==> config.mk <==
export PLATFORM = sky130hd
export DESIGN_NAME = conv3x3_byte_edge_replicate_core_flat
export DESIGN_NICKNAME = d
export VERILOG_FILES = /design/src/rtl/c3e_pkg.sv /design/src/rtl/c3e_in_if.sv /design/src/rtl/c3e_out_if.sv /design/src/rtl/conv3x3_byte_edge_replicate_core.sv /design/src/rtl/c3e_lane.sv /design/src/rtl/c3e_merge.sv /design/src/flat_wrapper.sv
export SDC_FILE = /design/constraint.sdc
export NUM_CORES = 2
export LEC_CHECK = 0
export ABC_CLOCK_PERIOD_IN_PS = 9200
export BUFFER_PORTS_ARGS = -buffer_cell sky130_fd_sc_hd__buf_4
export CAP_MARGIN = 40
export CORE_UTILIZATION = 45
export DETAILED_ROUTE_END_ITERATION = 8
export GPL_ROUTABILITY_DRIVEN = 1
export PLACE_DENSITY = 0.69
export SYNTH_ARGS = -nofsm -noshare
export SYNTH_HDL_FRONTEND = slang
export SYNTH_SLANG_ARGS = --single-unit
export TNS_END_PERCENT = 30
==> constraint.sdc <==
create_clock -name clk -period 9.2 [get_ports clk]
set_input_delay 0.92 -clock clk [delete_from_list [all_inputs] [get_ports clk]]
set_output_delay 0.92 -clock clk [all_outputs]
set_load 0.03 [all_outputs]
==> src/rtl/c3e_pkg.sv <==
// shared types and constants of the 3x3 edge-replicating convolution block
package c3e_pkg;

	localparam int PIX_W     = 8;
	localparam int TAP_W     = 8;
	localparam int COEFF_W   = 3 * TAP_W;
	localparam int ROW_SUM_W = 18;
	localparam int SUM_W     = 20;
	localparam int SCALE_W   = 32;
	localparam int BIAS_W    = 21;
	localparam int PROD_W    = SUM_W + SCALE_W;
	localparam int VAL_W     = PROD_W + 1;
	localparam int FRAC_W    = 24;
	localparam int BIAS_SHIFT = 16;
	localparam int CLAMP_W   = FRAC_W + PIX_W;
	localparam int CFG_IDX_W = 3;
	localparam int CFG_DATA_W = 32;

	localparam logic [CLAMP_W-1:0] CLAMP_TOP = CLAMP_W'(255) << FRAC_W;
	localparam logic [FRAC_W-1:0]  FRAC_HALF = FRAC_W'(1) << (FRAC_W - 1);

	typedef enum logic [CFG_IDX_W-1:0] {
		REG_COEFF_TOP = 3'd0,
		REG_COEFF_MID = 3'd1,
		REG_COEFF_BOT = 3'd2,
		REG_SCALE     = 3'd3,
		REG_BIAS      = 3'd4,
		REG_SATURATE  = 3'd5,
		REG_MAX_VALUE = 3'd6
	} cfg_reg_t;

	// packed so that top sits in the low byte
	typedef struct packed {
		logic [PIX_W-1:0] bot;
		logic [PIX_W-1:0] mid;
		logic [PIX_W-1:0] top;
	} column_t;

	typedef struct packed {
		logic signed [SCALE_W-1:0] scale;
		logic signed [BIAS_W-1:0]  bias;
		logic                      saturate_mode;
		logic [PIX_W-1:0]          max_value;
	} cfg_post_t;

	typedef struct packed {
		logic s3;
		logic s4;
		logic s5;
		logic s6;
	} stage_en_t;

endpackage

==> src/rtl/c3e_in_if.sv <==
// column channel: three vertically adjacent pixels and an end-of-row mark
interface c3e_in_if;
	import c3e_pkg::*;

	logic             valid;
	logic             ready;
	logic [PIX_W-1:0] pix_top;
	logic [PIX_W-1:0] pix_mid;
	logic [PIX_W-1:0] pix_bot;
	logic             last_in_row;

	modport source (output valid, output pix_top, output pix_mid, output pix_bot,
		output last_in_row, input ready);
	modport sink (input valid, input pix_top, input pix_mid, input pix_bot,
		input last_in_row, output ready);
endinterface

==> src/rtl/c3e_out_if.sv <==
// pixel channel: filtered pixel and last-of-row mark
interface c3e_out_if;
	import c3e_pkg::*;

	logic             valid;
	logic             ready;
	logic [PIX_W-1:0] pixel_out;
	logic             row_end;

	modport source (output valid, output pixel_out, output row_end, input ready);
	modport sink (input valid, input pixel_out, input row_end, output ready);
endinterface

==> src/rtl/conv3x3_byte_edge_replicate_core.sv <==
// top level of the 3x3 edge-replicating convolution block
// Usage:
//  columns carries one column per item: pixels of the row above, the current row and the row
//  below, plus last_in_row on the final column of a row. pixels carries filtered pixels, with
//  row_end on the last pixel of each row. Both are valid/ready channels.
//  The first column of a row yields no pixel; every later column yields the pixel of the
//  column before it, and the last column also yields its own pixel afterwards, so the column
//  channel drops ready at each row end until that pixel is issued. A one-column row yields one.
//  Throughput is one column per cycle while the pixel channel does not stall, bar row ends.
//  Each pixel travels from the accepted column to the pixel channel
//  through six register stages: window select, three row lanes with their taps, lane merge
//  with the scale multiplier, bias add, magnitude and clamp, rounding and cap.
//  When the receiver stalls, the six stages keep filling; ready drops once all are full.
//  Reset empties the pipeline, starts a new row and loads the register defaults.
//  Registers are written via cfg_we/cfg_idx/cfg_data while the block is idle, a user rule the block does not enforce.
module conv3x3_byte_edge_replicate_core (
	input  logic                             clk,
	input  logic                             arst_n,
	c3e_in_if.sink                           columns,
	c3e_out_if.source                        pixels,
	input  logic                             cfg_we,
	input  logic [c3e_pkg::CFG_IDX_W-1:0]    cfg_idx,
	input  logic [c3e_pkg::CFG_DATA_W-1:0]   cfg_data
);
	import c3e_pkg::*;

	logic [COEFF_W-1:0]        coeff_top_q, coeff_mid_q, coeff_bot_q;
	logic signed [SCALE_W-1:0] scale_q;
	logic signed [BIAS_W-1:0]  bias_q;
	logic                      saturate_q;
	logic [PIX_W-1:0]          max_value_q;

	logic    first_q, pend_q;
	column_t col_prev_q, col_pp_q;
	column_t col_in;
	logic    accept, issue;
	column_t win_l, win_m, win_r;
	logic    win_row_end;

	column_t left_s1, mid_s1, right_s1;
	logic    valid_s1, valid_s2, valid_s3, valid_s4, valid_s5, valid_s6;
	logic    row_end_s1, row_end_s2, row_end_s3, row_end_s4, row_end_s5, row_end_s6;
	logic    rdy1, rdy2, rdy3, rdy4, rdy5, rdy6;

	logic signed [ROW_SUM_W-1:0] sum_top_s2, sum_mid_s2, sum_bot_s2;
	stage_en_t                   merge_en;
	cfg_post_t                   post;
	logic [PIX_W-1:0]            pixel_s6;
	logic                        lane_en;

	always_ff @(posedge clk or negedge arst_n) begin
		if (!arst_n) begin
			coeff_top_q <= '0;
			coeff_mid_q <= COEFF_W'(24'h000100);
			coeff_bot_q <= '0;
			scale_q     <= SCALE_W'(32'h0100_0000);
			bias_q      <= '0;
			saturate_q  <= 1'b1;
			max_value_q <= '1;
		end else if (cfg_we) begin
			case (cfg_reg_t'(cfg_idx))
				REG_COEFF_TOP: coeff_top_q <= cfg_data[COEFF_W-1:0];
				REG_COEFF_MID: coeff_mid_q <= cfg_data[COEFF_W-1:0];
				REG_COEFF_BOT: coeff_bot_q <= cfg_data[COEFF_W-1:0];
				REG_SCALE:     scale_q     <= cfg_data[SCALE_W-1:0];
				REG_BIAS:      bias_q      <= cfg_data[BIAS_W-1:0];
				REG_SATURATE:  saturate_q  <= cfg_data[0];
				REG_MAX_VALUE: max_value_q <= cfg_data[PIX_W-1:0];
				default: ;
			endcase
		end
	end

	// stage takes a new item when empty or when its own item moves on
	assign rdy6 = !valid_s6 || pixels.ready;
	assign rdy5 = !valid_s5 || rdy6;
	assign rdy4 = !valid_s4 || rdy5;
	assign rdy3 = !valid_s3 || rdy4;
	assign rdy2 = !valid_s2 || rdy3;
	assign rdy1 = !valid_s1 || rdy2;

	assign columns.ready = rdy1 && !pend_q;
	assign accept        = columns.valid && columns.ready;
	assign col_in        = '{bot: columns.pix_bot, mid: columns.pix_mid, top: columns.pix_top};
	// the first column of a longer row only fills the window
	assign issue = pend_q || (accept && !(first_q && !columns.last_in_row));

	always_comb begin
		if (pend_q) begin
			win_l       = col_pp_q;
			win_m       = col_prev_q;
			win_r       = col_prev_q;
			win_row_end = 1'b1;
		end else if (first_q) begin
			win_l       = col_in;
			win_m       = col_in;
			win_r       = col_in;
			win_row_end = 1'b1;
		end else begin
			win_l       = col_pp_q;
			win_m       = col_prev_q;
			win_r       = col_in;
			win_row_end = 1'b0;
		end
	end

	always_ff @(posedge clk or negedge arst_n) begin
		if (!arst_n) begin
			first_q <= 1'b1;
			pend_q  <= 1'b0;
		end else begin
			if (pend_q && rdy1) begin
				pend_q <= 1'b0;
			end
			if (accept && first_q && !columns.last_in_row) begin
				first_q <= 1'b0;
			end
			if (accept && !first_q && columns.last_in_row) begin
				first_q <= 1'b1;
				pend_q  <= 1'b1;
			end
		end
	end

	// at row end the last column shifts in, so the second pixel reuses the stored pair
	always_ff @(posedge clk) begin
		if (accept) begin
			if (first_q) begin
				if (!columns.last_in_row) begin
					col_pp_q   <= col_in;
					col_prev_q <= col_in;
				end
			end else begin
				col_pp_q   <= col_prev_q;
				col_prev_q <= col_in;
			end
		end
	end

	always_ff @(posedge clk or negedge arst_n) begin
		if (!arst_n) begin
			valid_s1 <= 1'b0;
			valid_s2 <= 1'b0;
			valid_s3 <= 1'b0;
			valid_s4 <= 1'b0;
			valid_s5 <= 1'b0;
			valid_s6 <= 1'b0;
		end else begin
			if (rdy1) valid_s1 <= issue;
			if (rdy2) valid_s2 <= valid_s1;
			if (rdy3) valid_s3 <= valid_s2;
			if (rdy4) valid_s4 <= valid_s3;
			if (rdy5) valid_s5 <= valid_s4;
			if (rdy6) valid_s6 <= valid_s5;
		end
	end

	assign lane_en     = rdy2 && valid_s1;
	assign merge_en.s3 = rdy3 && valid_s2;
	assign merge_en.s4 = rdy4 && valid_s3;
	assign merge_en.s5 = rdy5 && valid_s4;
	assign merge_en.s6 = rdy6 && valid_s5;

	always_ff @(posedge clk) begin
		if (rdy1 && issue) begin
			left_s1    <= win_l;
			mid_s1     <= win_m;
			right_s1   <= win_r;
			row_end_s1 <= win_row_end;
		end
		if (lane_en)     row_end_s2 <= row_end_s1;
		if (merge_en.s3) row_end_s3 <= row_end_s2;
		if (merge_en.s4) row_end_s4 <= row_end_s3;
		if (merge_en.s5) row_end_s5 <= row_end_s4;
		if (merge_en.s6) row_end_s6 <= row_end_s5;
	end

	c3e_lane u_lane_top (
		.clk        (clk),
		.en         (lane_en),
		.taps       (coeff_top_q),
		.pix_left   (left_s1.top),
		.pix_mid    (mid_s1.top),
		.pix_right  (right_s1.top),
		.row_sum_s2 (sum_top_s2)
	);

	c3e_lane u_lane_mid (
		.clk        (clk),
		.en         (lane_en),
		.taps       (coeff_mid_q),
		.pix_left   (left_s1.mid),
		.pix_mid    (mid_s1.mid),
		.pix_right  (right_s1.mid),
		.row_sum_s2 (sum_mid_s2)
	);

	c3e_lane u_lane_bot (
		.clk        (clk),
		.en         (lane_en),
		.taps       (coeff_bot_q),
		.pix_left   (left_s1.bot),
		.pix_mid    (mid_s1.bot),
		.pix_right  (right_s1.bot),
		.row_sum_s2 (sum_bot_s2)
	);

	assign post = '{scale: scale_q, bias: bias_q, saturate_mode: saturate_q,
		max_value: max_value_q};

	c3e_merge u_merge (
		.clk        (clk),
		.en         (merge_en),
		.post       (post),
		.sum_top_s2 (sum_top_s2),
		.sum_mid_s2 (sum_mid_s2),
		.sum_bot_s2 (sum_bot_s2),
		.pixel_s6   (pixel_s6)
	);

	assign pixels.valid     = valid_s6;
	assign pixels.pixel_out = pixel_s6;
	assign pixels.row_end   = row_end_s6;

`ifndef NO_ASSERTIONS
	// end of a longer row: interior pixel goes out now, the closing pixel is queued
	a_row_end_split: assert property (@(posedge clk) disable iff (!arst_n)
		accept && !first_q && columns.last_in_row |=> pend_q && valid_s1 && !row_end_s1)
		else $error("row end did not queue the closing pixel");

	a_pend_issue: assert property (@(posedge clk) disable iff (!arst_n)
		pend_q && rdy1 |=> valid_s1 && row_end_s1 && !pend_q)
		else $error("queued closing pixel not issued with row end");

	a_stage_hold: assert property (@(posedge clk) disable iff (!arst_n)
		valid_s5 && !rdy5 |=> valid_s5)
		else $error("blocked pipeline stage lost its item");
`endif
endmodule

==> src/rtl/c3e_lane.sv <==
// one row lane: three signed taps against three pixels, registered row sum
module c3e_lane (
	input  logic                                clk,
	input  logic                                en,
	input  logic [c3e_pkg::COEFF_W-1:0]         taps,
	input  logic [c3e_pkg::PIX_W-1:0]           pix_left,
	input  logic [c3e_pkg::PIX_W-1:0]           pix_mid,
	input  logic [c3e_pkg::PIX_W-1:0]           pix_right,
	output logic signed [c3e_pkg::ROW_SUM_W-1:0] row_sum_s2
);
	import c3e_pkg::*;

	localparam int MUL_W = TAP_W + PIX_W + 1;

	logic signed [TAP_W-1:0] tap_l, tap_m, tap_r;
	logic signed [MUL_W-1:0] prod_l, prod_m, prod_r;

	assign tap_l = taps[TAP_W-1:0];
	assign tap_m = taps[2*TAP_W-1:TAP_W];
	assign tap_r = taps[3*TAP_W-1:2*TAP_W];

	// pixels are unsigned, so a zero sign bit goes in front
	assign prod_l = MUL_W'(tap_l) * MUL_W'($signed({1'b0, pix_left}));
	assign prod_m = MUL_W'(tap_m) * MUL_W'($signed({1'b0, pix_mid}));
	assign prod_r = MUL_W'(tap_r) * MUL_W'($signed({1'b0, pix_right}));

	always_ff @(posedge clk) begin
		if (en) begin
			row_sum_s2 <= ROW_SUM_W'(prod_l) + ROW_SUM_W'(prod_m) + ROW_SUM_W'(prod_r);
		end
	end
endmodule

==> src/rtl/c3e_merge.sv <==
// merge of the row lanes: total, scale, bias, magnitude and clamp, rounding and cap
module c3e_merge (
	input  logic                                 clk,
	input  c3e_pkg::stage_en_t                   en,
	input  c3e_pkg::cfg_post_t                   post,
	input  logic signed [c3e_pkg::ROW_SUM_W-1:0] sum_top_s2,
	input  logic signed [c3e_pkg::ROW_SUM_W-1:0] sum_mid_s2,
	input  logic signed [c3e_pkg::ROW_SUM_W-1:0] sum_bot_s2,
	output logic [c3e_pkg::PIX_W-1:0]            pixel_s6
);
	import c3e_pkg::*;

	logic signed [SUM_W-1:0]  sum;
	logic signed [PROD_W-1:0] prod;
	logic signed [PROD_W-1:0] prod_s3;
	logic signed [VAL_W-1:0]  bias_q24;
	logic signed [VAL_W-1:0]  val_s4;
	logic signed [VAL_W-1:0]  mag;
	logic [CLAMP_W-1:0]       clamped;
	logic [CLAMP_W-1:0]       clamped_s5;
	logic [PIX_W-1:0]         whole;
	logic [FRAC_W-1:0]        frac;
	logic                     round_up;
	logic [PIX_W:0]           rounded;
	logic [PIX_W-1:0]         capped;

	assign sum  = SUM_W'(sum_top_s2) + SUM_W'(sum_mid_s2) + SUM_W'(sum_bot_s2);
	assign prod = sum * post.scale;

	assign bias_q24 = VAL_W'(post.bias) <<< BIAS_SHIFT;

	always_comb begin
		mag = val_s4;
		if (!post.saturate_mode && val_s4 < 0) begin
			mag = -val_s4;
		end
		if (mag < 0) begin
			clamped = '0;
		end else if (mag > $signed({1'b0, VAL_W'(CLAMP_TOP)})) begin
			clamped = CLAMP_TOP;
		end else begin
			clamped = mag[CLAMP_W-1:0];
		end
	end

	// round half to even on the 24 fraction bits
	assign whole    = clamped_s5[CLAMP_W-1:FRAC_W];
	assign frac     = clamped_s5[FRAC_W-1:0];
	assign round_up = (frac > FRAC_HALF) || (frac == FRAC_HALF && whole[0]);
	assign rounded  = {1'b0, whole} + {{PIX_W{1'b0}}, round_up};
	assign capped   = (rounded > {1'b0, post.max_value}) ? post.max_value : rounded[PIX_W-1:0];

	always_ff @(posedge clk) begin
		if (en.s3) begin
			prod_s3 <= prod;
		end
		if (en.s4) begin
			val_s4 <= VAL_W'(prod_s3) + bias_q24;
		end
		if (en.s5) begin
			clamped_s5 <= clamped;
		end
		if (en.s6) begin
			pixel_s6 <= capped;
		end
	end
endmodule
==> src/flat_wrapper.sv <==
// flat-port wrapper written by rule: the top's interface ports become plain ports
module conv3x3_byte_edge_replicate_core_flat import c3e_pkg::*;
  (clk, arst_n, cfg_we, cfg_idx, cfg_data, columns_valid, columns_pix_top, columns_pix_mid, columns_pix_bot, columns_last_in_row, columns_ready, pixels_valid, pixels_pixel_out, pixels_row_end, pixels_ready);
  c3e_in_if columns_i ();
  c3e_out_if pixels_i ();
  input  logic clk;
  input  logic arst_n;
  input  logic cfg_we;
  input  logic [c3e_pkg::CFG_IDX_W-1:0] cfg_idx;
  input  logic [c3e_pkg::CFG_DATA_W-1:0] cfg_data;
  input wire logic [$bits(columns_i.valid)-1:0] columns_valid;
  input wire logic [$bits(columns_i.pix_top)-1:0] columns_pix_top;
  input wire logic [$bits(columns_i.pix_mid)-1:0] columns_pix_mid;
  input wire logic [$bits(columns_i.pix_bot)-1:0] columns_pix_bot;
  input wire logic [$bits(columns_i.last_in_row)-1:0] columns_last_in_row;
  output wire logic [$bits(columns_i.ready)-1:0] columns_ready;
  output wire logic [$bits(pixels_i.valid)-1:0] pixels_valid;
  output wire logic [$bits(pixels_i.pixel_out)-1:0] pixels_pixel_out;
  output wire logic [$bits(pixels_i.row_end)-1:0] pixels_row_end;
  input wire logic [$bits(pixels_i.ready)-1:0] pixels_ready;
  assign columns_i.valid = columns_valid;
  assign columns_i.pix_top = columns_pix_top;
  assign columns_i.pix_mid = columns_pix_mid;
  assign columns_i.pix_bot = columns_pix_bot;
  assign columns_i.last_in_row = columns_last_in_row;
  assign columns_ready = columns_i.ready;
  assign pixels_valid = pixels_i.valid;
  assign pixels_pixel_out = pixels_i.pixel_out;
  assign pixels_row_end = pixels_i.row_end;
  assign pixels_i.ready = pixels_ready;
  conv3x3_byte_edge_replicate_core u_core (.clk(clk), .arst_n(arst_n), .columns(columns_i), .pixels(pixels_i), .cfg_we(cfg_we), .cfg_idx(cfg_idx), .cfg_data(cfg_data));
endmodule
==> results.toml <==
[clock_network]
clockBufferDepth = 3
cts.sinks = 467
clockRootBuffer = "sky130_fd_sc_hd__clkbuf_16"
clk_pin_slew_worst_paths_ps = 70
tritoncts_buffers = 55
worstSkewPairLatency_ps = 660
tritoncts = "done"
cts.htree.levels = 2

[critical_path]
cp-start-kind = "flop"
worstSetupEndpointType = "flop"
critical_path_arrival_ps = 9800
timing.critical_path.fanout_max = 6
crit_required_ps = 9560
critPathSlowestCell = "sky130_fd_sc_hd__fa_1"
path_common_cell = "sky130_fd_sc_hd__fa_1"
critical-path-max-stage-delay_ps = 570
critPathKind = "reg2reg"

[placed_design]
area_after_dpl_um2 = 68600
detailedPlacementHpwl_um = 132000
gp_congestion = 0.928
place.port_buffers = 75

[grt]
grt_use_total_pct = 23.7
gr-total-overflow = 0
grt.met3_usage_pct = 3.71
maximum_number_of_pins_on_one_net_before_global_route_repair = 55
layer_with_the_highest_usage = "met2"
groute.layer.met1.usage_pct = 29.3
grtUsageMet2_pct = 41.2
first_pass_grt_wire_length_um = 261000
grt_pass1_vias = 47525
grt_antenna_before_repair = 14

[synthesis]
yosysUniqueCellTypes = 77
syn-mean-instance-area_um2 = 10.2
mappedNetlistNets = 8047
ys_async_sr_fraction_pct = 30.4
post_synth_instance_area_um2 = 64100
synth_enable_flop_cells = 325
ys_seq_elements = 467
synth_ff_type = "sky130_fd_sc_hd__edfxtp_1"
synth_cells = 6314
synth_seq_area_share_pct = 20.8
yosys_warnings = 0

[die]
design.die.area_um2 = 144000
placement_rows = 138
floorplan.core_area_um2 = 141000
die_height_um = 379
pin_count = 76
die_x_um = 379
initial_utilization_pct = 45.3

[drt]
drc = 0
detail_route.vias_per_cell = 5.24
route.final.wire_length_um = 164000
num_vias = 44188
drt-wirelength-per-cell_um = 19.4
drt_pass1_iterations = 7
number_of_routed_nets_with_antenna_violations = 0
dr.first_iter.drc_count = 2987

[layout]
drive_gt1_share_pct = 11.7
layout.cells.most_common = "sky130_fd_sc_hd__inv_1"
design.final.nets = 8229
area_delta_synth_final_pct = 10.9
most_frequent_cells_in_the_layout = "sky130_fd_sc_hd__inv_1 (1,344), sky130_fd_sc_hd__fa_1 (1,144), sky130_fd_sc_hd__nand2_1 (777), sky130_fd_sc_hd__and2_1 (529), sky130_fd_sc_hd__ha_1 (503)"
post-route-util_pct = 50.3
finish.instance_area_um2 = 71100

[timing]
fin_ws_ps = -234
layout_worst_path_cycle_share_pct = 103
max-slew-margin-rel_pct = 37.6
min_period_ps = 9430
finalSetupViolCount = 11
unrepaired_setup_endpoints_after_global_routing = "yes"
worstMarginPinSlew_ps = 935
report.final.slew_viol_count = 0
finalHoldViolCount = 0
max_freq_mhz = 106
worst_clk_skew_ps = 55.9

[run_status]
violated_checks = "negative setup slack"
run_status = "complete, but fails checks"

[flow_run]
maxCapViolations = 0

[worst_hold_path]
hold_class = "in2async"
stage by stage:
step | hold slack (ps) | std cells | TNS [ps] | worst slack (ps)
after floorplan | 400 | 6314 | 0 | 47.4
after global placement | 403 | 8303 | -6020 | -607
after detailed placement | 405 | 8311 | -7240 | -630
after CTS | 258 | 8426 | -945 | -213
after global routing | 298 | 8435 | -5880 | -552
final | 288 | 8439 | -1080 | -234
layout make-up:
| class | instances | area (um^2) |
|---|---|---|
| Antenna cell | 6 | 15.0 |
| Clock inverter | 29 | 335 |
| Tap cell | 1890 | 2360 |
| Multi-Input combinational cell | 4282 | 45500 |
| Fill cell | 12590 | 70300 |
| Inverter | 1353 | 5080 |
| Sequential cell | 467 | 13300 |
| Clock buffer | 75 | 1520 |
| Timing Repair Buffer | 337 | 2910 |
worst max-delay path: cells and delay by family (launching register included):
kind	cells	cell delay, ps
adder cells (fa/ha/maj)	10	4460
XOR/XNOR	2	290
buffers and inverters	6	560
flip-flops	1	400
AND/OR/NAND/NOR	6	920
AO/OA/AOI/OAI	14	2470
sequential cells by signal, indices dropped and copies added (netlist names), 8 cells and up:
signal                        flops
u_core.u_merge.prod_s3           52
u_core.u_merge.val_s4            53
u_core.u_lane_bot.row_sum_s2     18
u_core.coeff_top_q               24
u_core.right_s1                  24
u_core.u_merge.pixel_s6           8
u_core.scale_q                   32
u_core.left_s1                   24
u_core.coeff_bot_q               24
u_core.mid_s1                    24
u_core.bias_q                    21
u_core.u_merge.clamped_s5        32
u_core.u_lane_top.row_sum_s2     18
u_core.u_lane_mid.row_sum_s2     18
u_core.coeff_mid_q               24
u_core.col_prev_q                24
u_core.max_value_q                8
u_core.col_pp_q                  24
Yosys cell counts, types with 88 or more instances:
library cell | instances | area (um^2)
sky130_fd_sc_hd__nor2_1 | 184 | 691
sky130_fd_sc_hd__edfxtp_1 | 325 | 9760
sky130_fd_sc_hd__nand2b_1 | 91 | 569
sky130_fd_sc_hd__nand2_1 | 783 | 2940
sky130_fd_sc_hd__o21ai_0 | 88 | 440
sky130_fd_sc_hd__mux2_2 | 182 | 2050
sky130_fd_sc_hd__dfrtp_1 | 130 | 3250
sky130_fd_sc_hd__inv_1 | 1350 | 5070
sky130_fd_sc_hd__xnor2_1 | 135 | 1180
sky130_fd_sc_hd__and2_1 | 535 | 3350
sky130_fd_sc_hd__a21oi_1 | 139 | 696
sky130_fd_sc_hd__clkbuf_1 | 203 | 762
sky130_fd_sc_hd__ha_1 | 517 | 6470
sky130_fd_sc_hd__fa_1 | 1151 | 23000
cell families (layout without fill, tap and decap cells):
kind of cell	after synthesis	count (layout)	synth area share [%]
AOI/OAI and AO/OA	424	424	4.18
muxes	186	186	3.26
and+or+nand+nor	1808	1808	13.9
buffers and inverters	1565	1794	9.19
other	0	6	0
DFF	467	467	20.8
adders and majority gates	1668	1668	46.0
xor gates and xnor gates	196	196	2.68
path summary, 6_finish.rpt:
path                                                   endpoint  cells past startpoint                                      start  slack (ps)
setup / recovery           u_core.u_merge.prod_s3[47]$_DFFE_PP_                     38  u_core.u_lane_top.row_sum_s2[2]$_DFFE_PP_        -230
min in group clk            u_core.u_merge.val_s4[13]$_DFFE_PP_                      0       u_core.u_merge.prod_s3[13]$_DFFE_PP_         400
max in group asynchronous         u_core.bias_q[15]$_DFFE_PN0P_                      2                                     arst_n        7660
hold reg to reg             u_core.u_merge.val_s4[13]$_DFFE_PP_                      0       u_core.u_merge.prod_s3[13]$_DFFE_PP_         400
hold / removal                      u_core.valid_s3$_DFFE_PN0P_                      1                                     arst_n         290
setup reg to reg           u_core.u_merge.prod_s3[47]$_DFFE_PP_                     38  u_core.u_lane_top.row_sum_s2[2]$_DFFE_PP_        -230
layer usage:
| metal | wire length (um) | vias up |
|---|---|---|
| li1 | - | 19710 |
| met1 | 64400 | 22885 |
| met2 | 82300 | 1261 |
| met3 | 9960 | 326 |
| met4 | 7320 | 6 |
| met5 | 33 | - |
what timing repair did:
item	CTS	global route
setup buffers	11	5
pin swaps	41	17
hold buffers	0	0
gates resized for setup	65	47
endpoints found under the setup margin	25	25
Power is not shown: default switching activity piles up to over one toggle a cycle in this logic, so the estimate is an artifact.
